--- src/hdl/lfob_pkg.sv ---
// ---------------------------------------------------------------------------
// Line follower package
// Field widths, stream layout, command codes and bypass step codes.
// ---------------------------------------------------------------------------
`timescale 1ns / 1ps

package lfob_pkg;

    localparam int LINE_W      = 3;
    localparam int CMD_W       = 3;
    localparam int LEVEL_W     = 7;
    localparam int IN_FIELDS_W = LINE_W + 3;
    localparam int IN_TDATA_W  = ((IN_FIELDS_W + 7) / 8) * 8;
    localparam int OUT_FIELDS_W = CMD_W + LEVEL_W + 1;
    localparam int OUT_TDATA_W  = ((OUT_FIELDS_W + 7) / 8) * 8;
    localparam int OUT_PAD_W    = OUT_TDATA_W - OUT_FIELDS_W;
    localparam int ACTIVE_BIT   = CMD_W + LEVEL_W;

    localparam int LAST_STEP = 9;
    localparam int MODE_W    = LAST_STEP + 1;

    localparam logic [LEVEL_W-1:0] DRIVE_LEVEL_RST = 7'd85;

    typedef enum logic [CMD_W-1:0] {
        CMD_HOLD         = 3'd0,
        CMD_FORWARD      = 3'd1,
        CMD_LEFT         = 3'd2,
        CMD_RIGHT        = 3'd3,
        CMD_ROTATE_RIGHT = 3'd4
    } cmd_t;

    typedef enum logic [MODE_W-1:0] {
        MODE_FOLLOW = 10'b00_0000_0001,
        MODE_STEP1  = 10'b00_0000_0010,
        MODE_STEP2  = 10'b00_0000_0100,
        MODE_STEP3  = 10'b00_0000_1000,
        MODE_STEP4  = 10'b00_0001_0000,
        MODE_STEP5  = 10'b00_0010_0000,
        MODE_STEP6  = 10'b00_0100_0000,
        MODE_STEP7  = 10'b00_1000_0000,
        MODE_STEP8  = 10'b01_0000_0000,
        MODE_STEP9  = 10'b10_0000_0000
    } mode_t;

    typedef struct packed {
        logic              side_clear;
        logic              left_clear;
        logic              front_clear;
        logic [LINE_W-1:0] line_pattern;
    } sample_t;

    function automatic cmd_t step_cmd(input mode_t step);
        cmd_t c;
        case (step)
            MODE_STEP1: c = CMD_ROTATE_RIGHT;
            MODE_STEP2: c = CMD_FORWARD;
            MODE_STEP3: c = CMD_LEFT;
            MODE_STEP4: c = CMD_FORWARD;
            MODE_STEP5: c = CMD_FORWARD;
            MODE_STEP6: c = CMD_LEFT;
            MODE_STEP7: c = CMD_FORWARD;
            MODE_STEP8: c = CMD_FORWARD;
            MODE_STEP9: c = CMD_RIGHT;
            default:    c = CMD_HOLD;
        endcase
        return c;
    endfunction

endpackage

--- src/hdl/line_follow_obstacle_bypass_fsm.sv ---
// ---------------------------------------------------------------------------
// Line follower with obstacle bypass
// One sensor item in, one motor command item out; follow and bypass modes.
//
//   channel   dir  tdata fields (low bit up)
//   s_axis    in   line_pattern[2:0], front_clear[3], left_clear[4], side_clear[5]
//   m_axis    out  command[2:0], level[9:3], bypass_active[10], zero pad
//   cfg       in   drive_level, written when cfg_we is high
//
// One item per cycle while m_axis is not stalled; an accepted item passes
// through the input register and then the result register to m_axis; mode and turn
// memory update as an item moves into the result register.
// Reset gives follow mode, right turn when lost and drive level 85.
// A stall on m_axis holds both stages; s_axis_tready drops only when both are full.
// ---------------------------------------------------------------------------
`timescale 1ns / 1ps

module line_follow_obstacle_bypass_fsm (
    input  logic                              clk,
    input  logic                              rst_n,
    input  logic                              cfg_we,
    input  logic [lfob_pkg::LEVEL_W-1:0]      cfg_wdata,
    input  logic                              s_axis_tvalid,
    output logic                              s_axis_tready,
    // line_pattern[2:0], front_clear[3], left_clear[4], side_clear[5], zero pad
    input  logic [lfob_pkg::IN_TDATA_W-1:0]   s_axis_tdata,
    output logic                              m_axis_tvalid,
    input  logic                              m_axis_tready,
    // command[2:0], level[9:3], bypass_active[10], zero pad
    output logic [lfob_pkg::OUT_TDATA_W-1:0]  m_axis_tdata
);

    import lfob_pkg::*;

    logic [LEVEL_W-1:0] drive_level_reg;
    logic               in_valid_reg, in_valid_next;
    sample_t            in_data_reg;
    logic               out_valid_reg, out_valid_next;
    cmd_t               out_cmd_reg;
    logic [LEVEL_W-1:0] out_level_reg;
    logic               out_active_reg;
    mode_t              mode_reg, mode_next;
    logic               turn_mem_reg, turn_mem_next;

    logic               out_load;
    logic               advance;
    cmd_t               cmd_next;
    logic               active_next;
    logic [MODE_W-1:0]  holds;
    logic [MODE_W-1:0]  start;
    logic [MODE_W-1:0]  reach;
    logic [MODE_W-1:0]  elig;
    logic [MODE_W-1:0]  pick;
    logic               in_bypass;

    assign out_load       = !out_valid_reg || m_axis_tready;
    assign advance        = in_valid_reg && out_load;
    assign s_axis_tready  = !in_valid_reg || out_load;
    assign in_valid_next  = s_axis_tready ? s_axis_tvalid : in_valid_reg;
    assign out_valid_next = out_load ? in_valid_reg : out_valid_reg;

    always_comb
    begin
        holds    = '0;
        holds[1] = !(in_data_reg.left_clear && !in_data_reg.side_clear);
        holds[2] = !in_data_reg.side_clear;
        holds[3] = in_data_reg.left_clear;
        holds[4] = in_data_reg.side_clear;
        holds[5] = !in_data_reg.side_clear;
        holds[6] = in_data_reg.left_clear;
        holds[7] = in_data_reg.side_clear;
        holds[8] = (in_data_reg.line_pattern == '0);
        holds[9] = !in_data_reg.left_clear || !in_data_reg.side_clear;
    end

    always_comb
    begin
        in_bypass = |mode_reg[MODE_W-1:1];
        if (in_bypass)
            start = mode_reg;
        else if (!in_data_reg.front_clear)
            start = MODE_STEP1;
        else
            start = '0;
        reach    = '0;
        for (int i = 1; i < MODE_W; i++)
        begin
            reach[i] = reach[i-1] | start[i];
        end
        elig = reach & holds;
        pick = elig & (~elig + MODE_W'(1));
    end

    always_comb
    begin
        mode_next     = mode_reg;
        turn_mem_next = turn_mem_reg;
        cmd_next      = CMD_HOLD;
        active_next   = 1'b0;
        if (in_bypass || !in_data_reg.front_clear)
        begin
            if (|pick)
            begin
                mode_next   = mode_t'(pick);
                cmd_next    = step_cmd(mode_t'(pick));
                active_next = 1'b1;
            end
            else
            begin
                mode_next = MODE_FOLLOW;
            end
        end
        else
        begin
            mode_next = MODE_FOLLOW;
            case (in_data_reg.line_pattern)
                3'd1, 3'd3:
                begin
                    cmd_next      = CMD_LEFT;
                    turn_mem_next = 1'b1;
                end
                3'd4, 3'd6:
                begin
                    cmd_next      = CMD_RIGHT;
                    turn_mem_next = 1'b0;
                end
                3'd2, 3'd5:
                begin
                    cmd_next = CMD_FORWARD;
                end
                default:
                begin
                    cmd_next = turn_mem_reg ? CMD_LEFT : CMD_RIGHT;
                end
            endcase
        end
    end

    always_ff @(posedge clk or negedge rst_n)
    begin
        if (!rst_n)
        begin
            drive_level_reg <= DRIVE_LEVEL_RST;
            in_valid_reg    <= 1'b0;
            out_valid_reg   <= 1'b0;
            mode_reg        <= MODE_FOLLOW;
            turn_mem_reg    <= 1'b0;
        end
        else
        begin
            if (cfg_we)
                drive_level_reg <= cfg_wdata;
            in_valid_reg  <= in_valid_next;
            out_valid_reg <= out_valid_next;
            if (advance)
            begin
                mode_reg     <= mode_next;
                turn_mem_reg <= turn_mem_next;
            end
        end
    end

    always_ff @(posedge clk)
    begin
        if (s_axis_tvalid && s_axis_tready)
            in_data_reg <= sample_t'(s_axis_tdata[IN_FIELDS_W-1:0]);
        if (advance)
        begin
            out_cmd_reg    <= cmd_next;
            out_level_reg  <= drive_level_reg;
            out_active_reg <= active_next;
        end
    end

    assign m_axis_tvalid = out_valid_reg;
    assign m_axis_tdata  = {{OUT_PAD_W{1'b0}}, out_active_reg, out_level_reg, out_cmd_reg};

endmodule

--- config.mk ---
export PLATFORM = sky130hd
export DESIGN_NAME = line_follow_obstacle_bypass_fsm
export DESIGN_NICKNAME = d
export VERILOG_FILES = /design/src/hdl/lfob_pkg.sv /design/src/hdl/line_follow_obstacle_bypass_fsm.sv
export SDC_FILE = /design/constraint.sdc
export NUM_CORES = 1
export LEC_CHECK = 0
export BUFFER_PORTS_ARGS = -buffer_cell sky130_fd_sc_hd__buf_2
export CAP_MARGIN = 15
export CORE_MARGIN = 2
export CORE_UTILIZATION = 57
export CTS_CLUSTER_SIZE = 14
export DETAILED_ROUTE_END_ITERATION = 8
export PLACE_DENSITY = 0.91
export SYNTH_ARGS = -nofsm -noshare
export SYNTH_HDL_FRONTEND = slang
export SYNTH_SLANG_ARGS = --single-unit
export TNS_END_PERCENT = 20
--- constraint.sdc ---
create_clock -name clk -period 5.1 [get_ports clk]
set_input_delay 0.765 -clock clk [delete_from_list [all_inputs] [get_ports clk]]
set_output_delay 0.765 -clock clk [all_outputs]
set_load 0.02 [all_outputs]
==> results of run 1 <==
[final timing paths]
| kind | start | endpoint | slack, ns | depth (start not counted) |
|---|---|---|---|---|
| worst max register to register | mode_reg[8] | out_cmd_reg[0] | 2.93 | 5 |
| worst max-delay path | m_axis_tready | mode_reg[2] | 2.79 | 7 |
| worst min-delay path | rst_n | drive_level_reg[1] | 0.34 | 1 |
| max in group asynchronous | rst_n | drive_level_reg[0] | 4.44 | 1 |
| min in group clk | drive_level_reg[3] | out_level_reg[3] | 0.46 | 0 |
| worst min register to register | drive_level_reg[3] | out_level_reg[3] | 0.46 | 0 |
[metal layers]
layer  wire (µm)  vias to the layer above  part of all wire (%)
li1            -                      567                     -
met1        1190                      561                    38
met2        1650                       54                    52
met3         232                       10                   7.4
met4          80                        0                   2.5
met5           0                        -                     0
[cells in the final DEF (no fill, tap or decap), types with 4 or more instances in the layout]
cell type  synthesis  layout
edfxtp_1          17      17
mux2_2             8       8
nand2_1           18      18
conb_1             1       5
nand2b_1           4       4
buf_2              2      30
dfstp_2            4       4
o21ai_0            8       8
nor2_1             4       4
clkbuf_4           0       5
dfrtp_1           15      15
a21oi_1            9       9
[cell families (layout without fill, tap and decap cells)]
group                  after synthesis  after routing  share of synthesized area, %
AND/OR/NAND/NOR                     47             47                          15.7
flip-flops                          36             36                          58.8
AO/OA/AOI/OAI                       32             32                          14.6
buffers and inverters               15             42                          4.83
multiplexers                         9              9                          5.94
other                                1              5                         0.223
[power breakdown]
| group | leakage [µW] | internal [µW] | total [µW] | switching [µW] |
|---|---|---|---|---|
| registers | 0.000390 | 369 | 437 | 68.0 |
| logic | 0.000352 | 129 | 303 | 173 |
| clock network | 0.0000422 | 103 | 193 | 90.3 |
[cell type report]
type | instances | share of cell area, %
Multi-Input combinational cell | 93 | 33.1
Inverter | 4 | 0.791
Sequential cell | 36 | 52.2
Clock buffer | 6 | 2.17
Tap cell | 31 | 2.04
Timing Repair Buffer | 30 | 7.91
Clock inverter | 2 | 1.84
[cells in the mapped netlist (2+ instances only)]
master and n:
o21ai_0 8, dfrtp_1 15, nand3b_1 3, dfstp_2 4
inv_1 3, and2_1 2, nor2_1 4, or4_4 2
nand2b_1 4, nor3_1 3, o31ai_1 2, nand2_1 18
buf_2 2, o41ai_2 3, or3_1 2, edfxtp_1 17
buf_4 6, mux2_2 8, nand3_1 2, clkbuf_1 2
a21oi_1 9
[stage by stage]
stage | total power [µW] | cells
6_report | 933 | 202
5_1_grt | 989 | 202
4_1_cts | 937 | 202
3_5_place_dp | 742 | 194
3_3_place_gp | 720 | 194
2_1_floorplan | 668 | 144
==> out/qor.yml, run 1 <==
cells_and_area:
  n_fill_cell: 218
  final_area_mm2: 0.00190
  largest_reg_flops: 9
  diodes: 0
  layout-drive-gt1-share_pct: 35.1
  regArea_um2: 991
  final_net_count: 190
  synthToLayoutAreaGrowth_pct: 12.7
  multiInputGateArea_um2: 628
  final_util_pct: 68.3
global_route:
  grtUsageMet2_pct: 36.4
  grt_max_degree: 20
  grtUsageTotal_pct: 21.2
  grt_pass1_vias: 1165
  grt_pass1_wl_um: 5280
  use_met3_pct: 4.62
  busiest_layer: "met2"
  antenna_found_initial: 0
  grt_overflow: 0
  use_met1_pct: 25.5
floorplan:
  die_x_um: 58.4
  io-pin-count: 38
  core_mm2: 0.00278
  die_height_um: 58.4
  dieArea_mm2: 0.00341
  start_util_pct: 60.6
  rows: 19
timing:
  setup_slack_ns: 2.79
  final.setup.tns_ns: 0
  period_minus_slack_ns: 2.31
  rsz0062_at_grt: "no"
  finalHoldViolCount: 0
  fin_skew_ns: 0.0108
  setup_viol: 0
  finalCritPeriodShare_pct: 45.2
  drv_slew: 0
  worst_pin_slew_ns: 0.562
  clock.fmax_ghz: 0.434
  slew_headroom_pct: 62.3
  fin_hold_ws_ns: 0.335
placement:
  pre_cts_ws_ns: 2.40
  placed_area_mm2: 0.00182
  hpwlAfterDp_um: 2350
  port_buffers: 30
  place.gp.congestion: 0.867
worst_setup_path:
  cp_top_family: "simple AND/OR/NAND/NOR gates"
  critPathLaunchType: "primary input"
  critical_path_buf_inv_count: 2
  critical-path-slowest-cell: "clkinv_1"
  crit_type: "primary input to register"
  path_max_fanout: 18
  cpMostUsedCell: "nand2_1"
  max_stage_delay_ns: 0.60
  critPathCaptureType: "register"
  worstPathArrival_ns: 2.55
  cp.required_ns: 5.34
  crit_chain: "buf_2, nand2b_1, nand2_1, clkinv_1, nand2_1, o21ai_0, a32o_1"
yosys:
  synth_top_area_share_pct: 30.3
  yosysSeqAreaShare_pct: 58.8
  synthesis.area_mm2: 0.00169
  yosysWarnings: 0
  yosys.area.top_type: "edfxtp_1"
  synth_edf_count: 17
  synthArstFlopShare_pct: 52.8
  avgSynthCellArea_um2: 12.0
  yosys_register_bits: 36
  syn_inst: 140
  ys_types: 42
  synthTopCellsByArea: "edfxtp_1 30%, dfrtp_1 22%, dfstp_2 6.2%, mux2_2 5.3%, nand2_1 4.0%"
  synth_ff_type: "edfxtp_1"
cts:
  post_cts_resize_count: 0
  clkLatencyLatePin_ns: 0.35
  clockBufferDepth: 2
  cts_post_setup_buffers_inserted: 0
  cts-root-buf: "clkbuf_4"
  cts_tree: "done"
  cts_buffers: 5
  cts_hold_buffers: 0
  clk_pin_slew_ns: 0.10
  ctsHtreeMaxLevel: 2
  cts_sinks: 36
power:
  power_density_mw_per_mm2: 491
  ir_worst_vdd_mv: 0.346
  p_leak_uw: 0.000784
drt:
  wire_per_inst_um: 15.6
  drtAntennaViolNets: 0
  vias: 1192
  drt-initial-drc-count: 47
  drt_wl_total_um: 3150
  viasPerCell: 5.90
  drcViolationCount: 0
  drt_first_pass_iters: 5
flow_run:
  drv_cap: 0
min_path:
  hp-class: "primary input to async pin"
run_status:
  status: "completed"
No activity file was read; power rests on OpenSTA's default activity.
==> inputs of run 2 (changes only) <==
Settings changed: CORE_UTILIZATION 57 to 48, PLACE_DENSITY 0.91 to 0.83.
Clock period 5.1 ns to 2 ns, I/O delays scaled along.
==> run 2 against run 1 <==
Net effect:
- the flow now finishes with violations (setup timing)
- critical path type is now register to register
- cell count up 15%
- global-route usage down 2.6 points
- sequential cell count unchanged
- sequential share of layout area down 4.6 points
- clock-buffer cell count unchanged
- non-clock buffer count up 15
- critical endpoint is now out_cmd_reg[0]
- first-iteration DRC count down 19%
- sequential power up 150%
==> out/qor.yml, run 2 (synthesized netlist as in run 1, its figures left out) <==
run_status:
  status: "complete, but fails checks"
  violations: "setup timing"
cts:
  clkLatencyLatePin_ns: 0.34
  cts_tree: "done"
  clockBufferDepth: 2
  cts_post_setup_buffers_inserted: 0
  cts-root-buf: "clkbuf_4"
  ctsHtreeMaxLevel: 2
  clk_pin_slew_ns: 0.11
  cts_buffers: 5
  cts_sinks: 36
power:
  ir_worst_vdd_mv: 0.542
  power_density_mw_per_mm2: 1270
  pwr-share-comb_pct: 39.8
  pwr-share-seq_pct: 41.4
  clkPwrFrac_pct: 18.8
  p_leak_uw: 0.000865
  swShare_pct: 36.2
  switchingPower_uw: 955
  internal-power_uw: 1680
worst_setup_path:
  cp.required_ns: 2.09
  critPathLaunchType: "register"
  critical-path-slowest-cell: "or4_4"
  reg2regPathDepth: 5
  worstPathArrival_ns: 2.15
  path_max_fanout: 2
  crit_chain: "or4_4, or4_4, o21ai_4, o22a_2, o2111ai_2"
  critPathCaptureType: "register"
  cpMostUsedCell: "or4_4"
  max_stage_delay_ns: 0.54
  crit_type: "register to register"
drt:
  drt-initial-drc-count: 38
  wire_per_inst_um: 14.6
  drtAntennaViolNets: 0
  dr_wl_met2_um: 1750
  drt_wl_total_um: 3390
  wl_met3_um: 220
  drcViolationCount: 0
  m1WireLength_um: 1330
  vias: 1278
  highest_layer: "met4"
  drt_first_pass_iters: 4
  viasPerCell: 5.51
floorplan:
  io-pin-count: 38
  core_mm2: 0.00336
  dieArea_mm2: 0.00400
  rows: 21
  start_util_pct: 50.1
  die_x_um: 63.3
  die_height_um: 63.3
timing:
  clock.fmax_ghz: 0.485
  setup_viol: 2
  drv_slew: 0
  fin_hold_ws_ns: 0.136
  worst_pin_slew_ns: 0.801
  finalCritPeriodShare_pct: 103
  setup_slack_ns: -0.0640
  rsz0062_at_grt: "yes"
  finalHoldViolCount: 0
  fin_skew_ns: 0.0138
  final.setup.tns_ns: -0.0727
  slew_headroom_pct: 46.4
  period_minus_slack_ns: 2.06
min_path:
  hp-class: "primary input to register"
  hold_path_depth: 1
placement:
  pre_cts_ws_ns: -0.0759
  placed_area_mm2: 0.00195
  place.gp.congestion: 0.904
  port_buffers: 30
  hpwlAfterDp_um: 2350
global_route:
  grt_max_degree: 20
  antenna_found_initial: 0
  grt_pass1_wl_um: 5720
  grtUsageTotal_pct: 18.7
  grt_overflow: 0
  grt_pass1_vias: 1250
cells_and_area:
  largest_reg_flops: 9
  synthToLayoutAreaGrowth_pct: 23.5
  mostFrequentLayoutCells: "30 x buf_2, 17 x nand2_1, 17 x edfxtp_1"
  final_common_cell: "buf_2"
  diodes: 0
  n_fill_cell: 280
  final_net_count: 205
  layout-drive-gt1-share_pct: 41.9
  final_area_mm2: 0.00208
flow_run:
  drv_cap: 0
==> run 2: layout make-up <==
| cell class | instances | area, µm² | area share, % |
|---|---|---|---|
| tap | 46 | 57.6 | 2.76 |
| clock buffer | 6 | 41.3 | 1.98 |
| clock inverter | 2 | 35.0 | 1.68 |
| timing repair buffer | 45 | 269 | 12.9 |
| multi-input combinational | 93 | 673 | 32.3 |
| sequential | 36 | 991 | 47.6 |
| inverter | 4 | 15.0 | 0.721 |
==> run 2: worst max-delay path, delay by kind of cell (launching register included) <==
kind | cells | cell delay (ns)
AO/OA/AOI/OAI | 3 | 0.42
flip-flops | 1 | 0.40
AND/OR/NAND/NOR | 2 | 0.99
==> run 2: worst paths after layout <==
kind | endpoint | from | slack [ns]
setup / recovery | out_cmd_reg[0] | mode_reg[7] | -0.06
hold / removal | in_data_reg[3] | s_axis_tdata[3] | 0.14
setup reg to reg | out_cmd_reg[0] | mode_reg[7] | -0.06
hold reg to reg | out_level_reg[3] | drive_level_reg[3] | 0.46
max in group asynchronous | drive_level_reg[4] | rst_n | 1.24
min in group asynchronous | mode_reg[7] | rst_n | 0.41
==> run 2: what timing repair did <==
action                     in CTS  in global routing
pin swaps                       0                  3
gates cloned                    0                  0
resized for setup               5                  4
setup endpoints to repair       5                  5
hold endpoints to repair       15                  0
hold buffers                    1                  0
==> run 2: power groups by stage <==
stage / registers [µW] / logic [µW] / clock network [µW]
final: 1090 / 1050 / 496
after global routing: 1110 / 1140 / 550
after CTS: 1080 / 1010 / 507
after detailed placement: 1080 / 933 / 0
after global placement: 1070 / 897 / 0
after floorplan: 1100 / 605 / 0
==> run 2: per-stage QoR <==
step                std cells  power [µW]  util [%]
floorplan                 144        1700         -
global placement          223        1960      57.9
detailed placement        223        2010      57.9
CTS                       232        2600      61.3
global route              232        2800      61.9
finish                    232        2640      61.9
==> run 2: per-layer routing <==
| metal | GRT usage [%] | vias up |
|---|---|---|
| li1 | - | 598 |
| met1 | 22.4 | 611 |
| met2 | 31.4 | 55 |
| met3 | 5.71 | 14 |
| met4 | 7.34 | 0 |
| met5 | 0 | - |
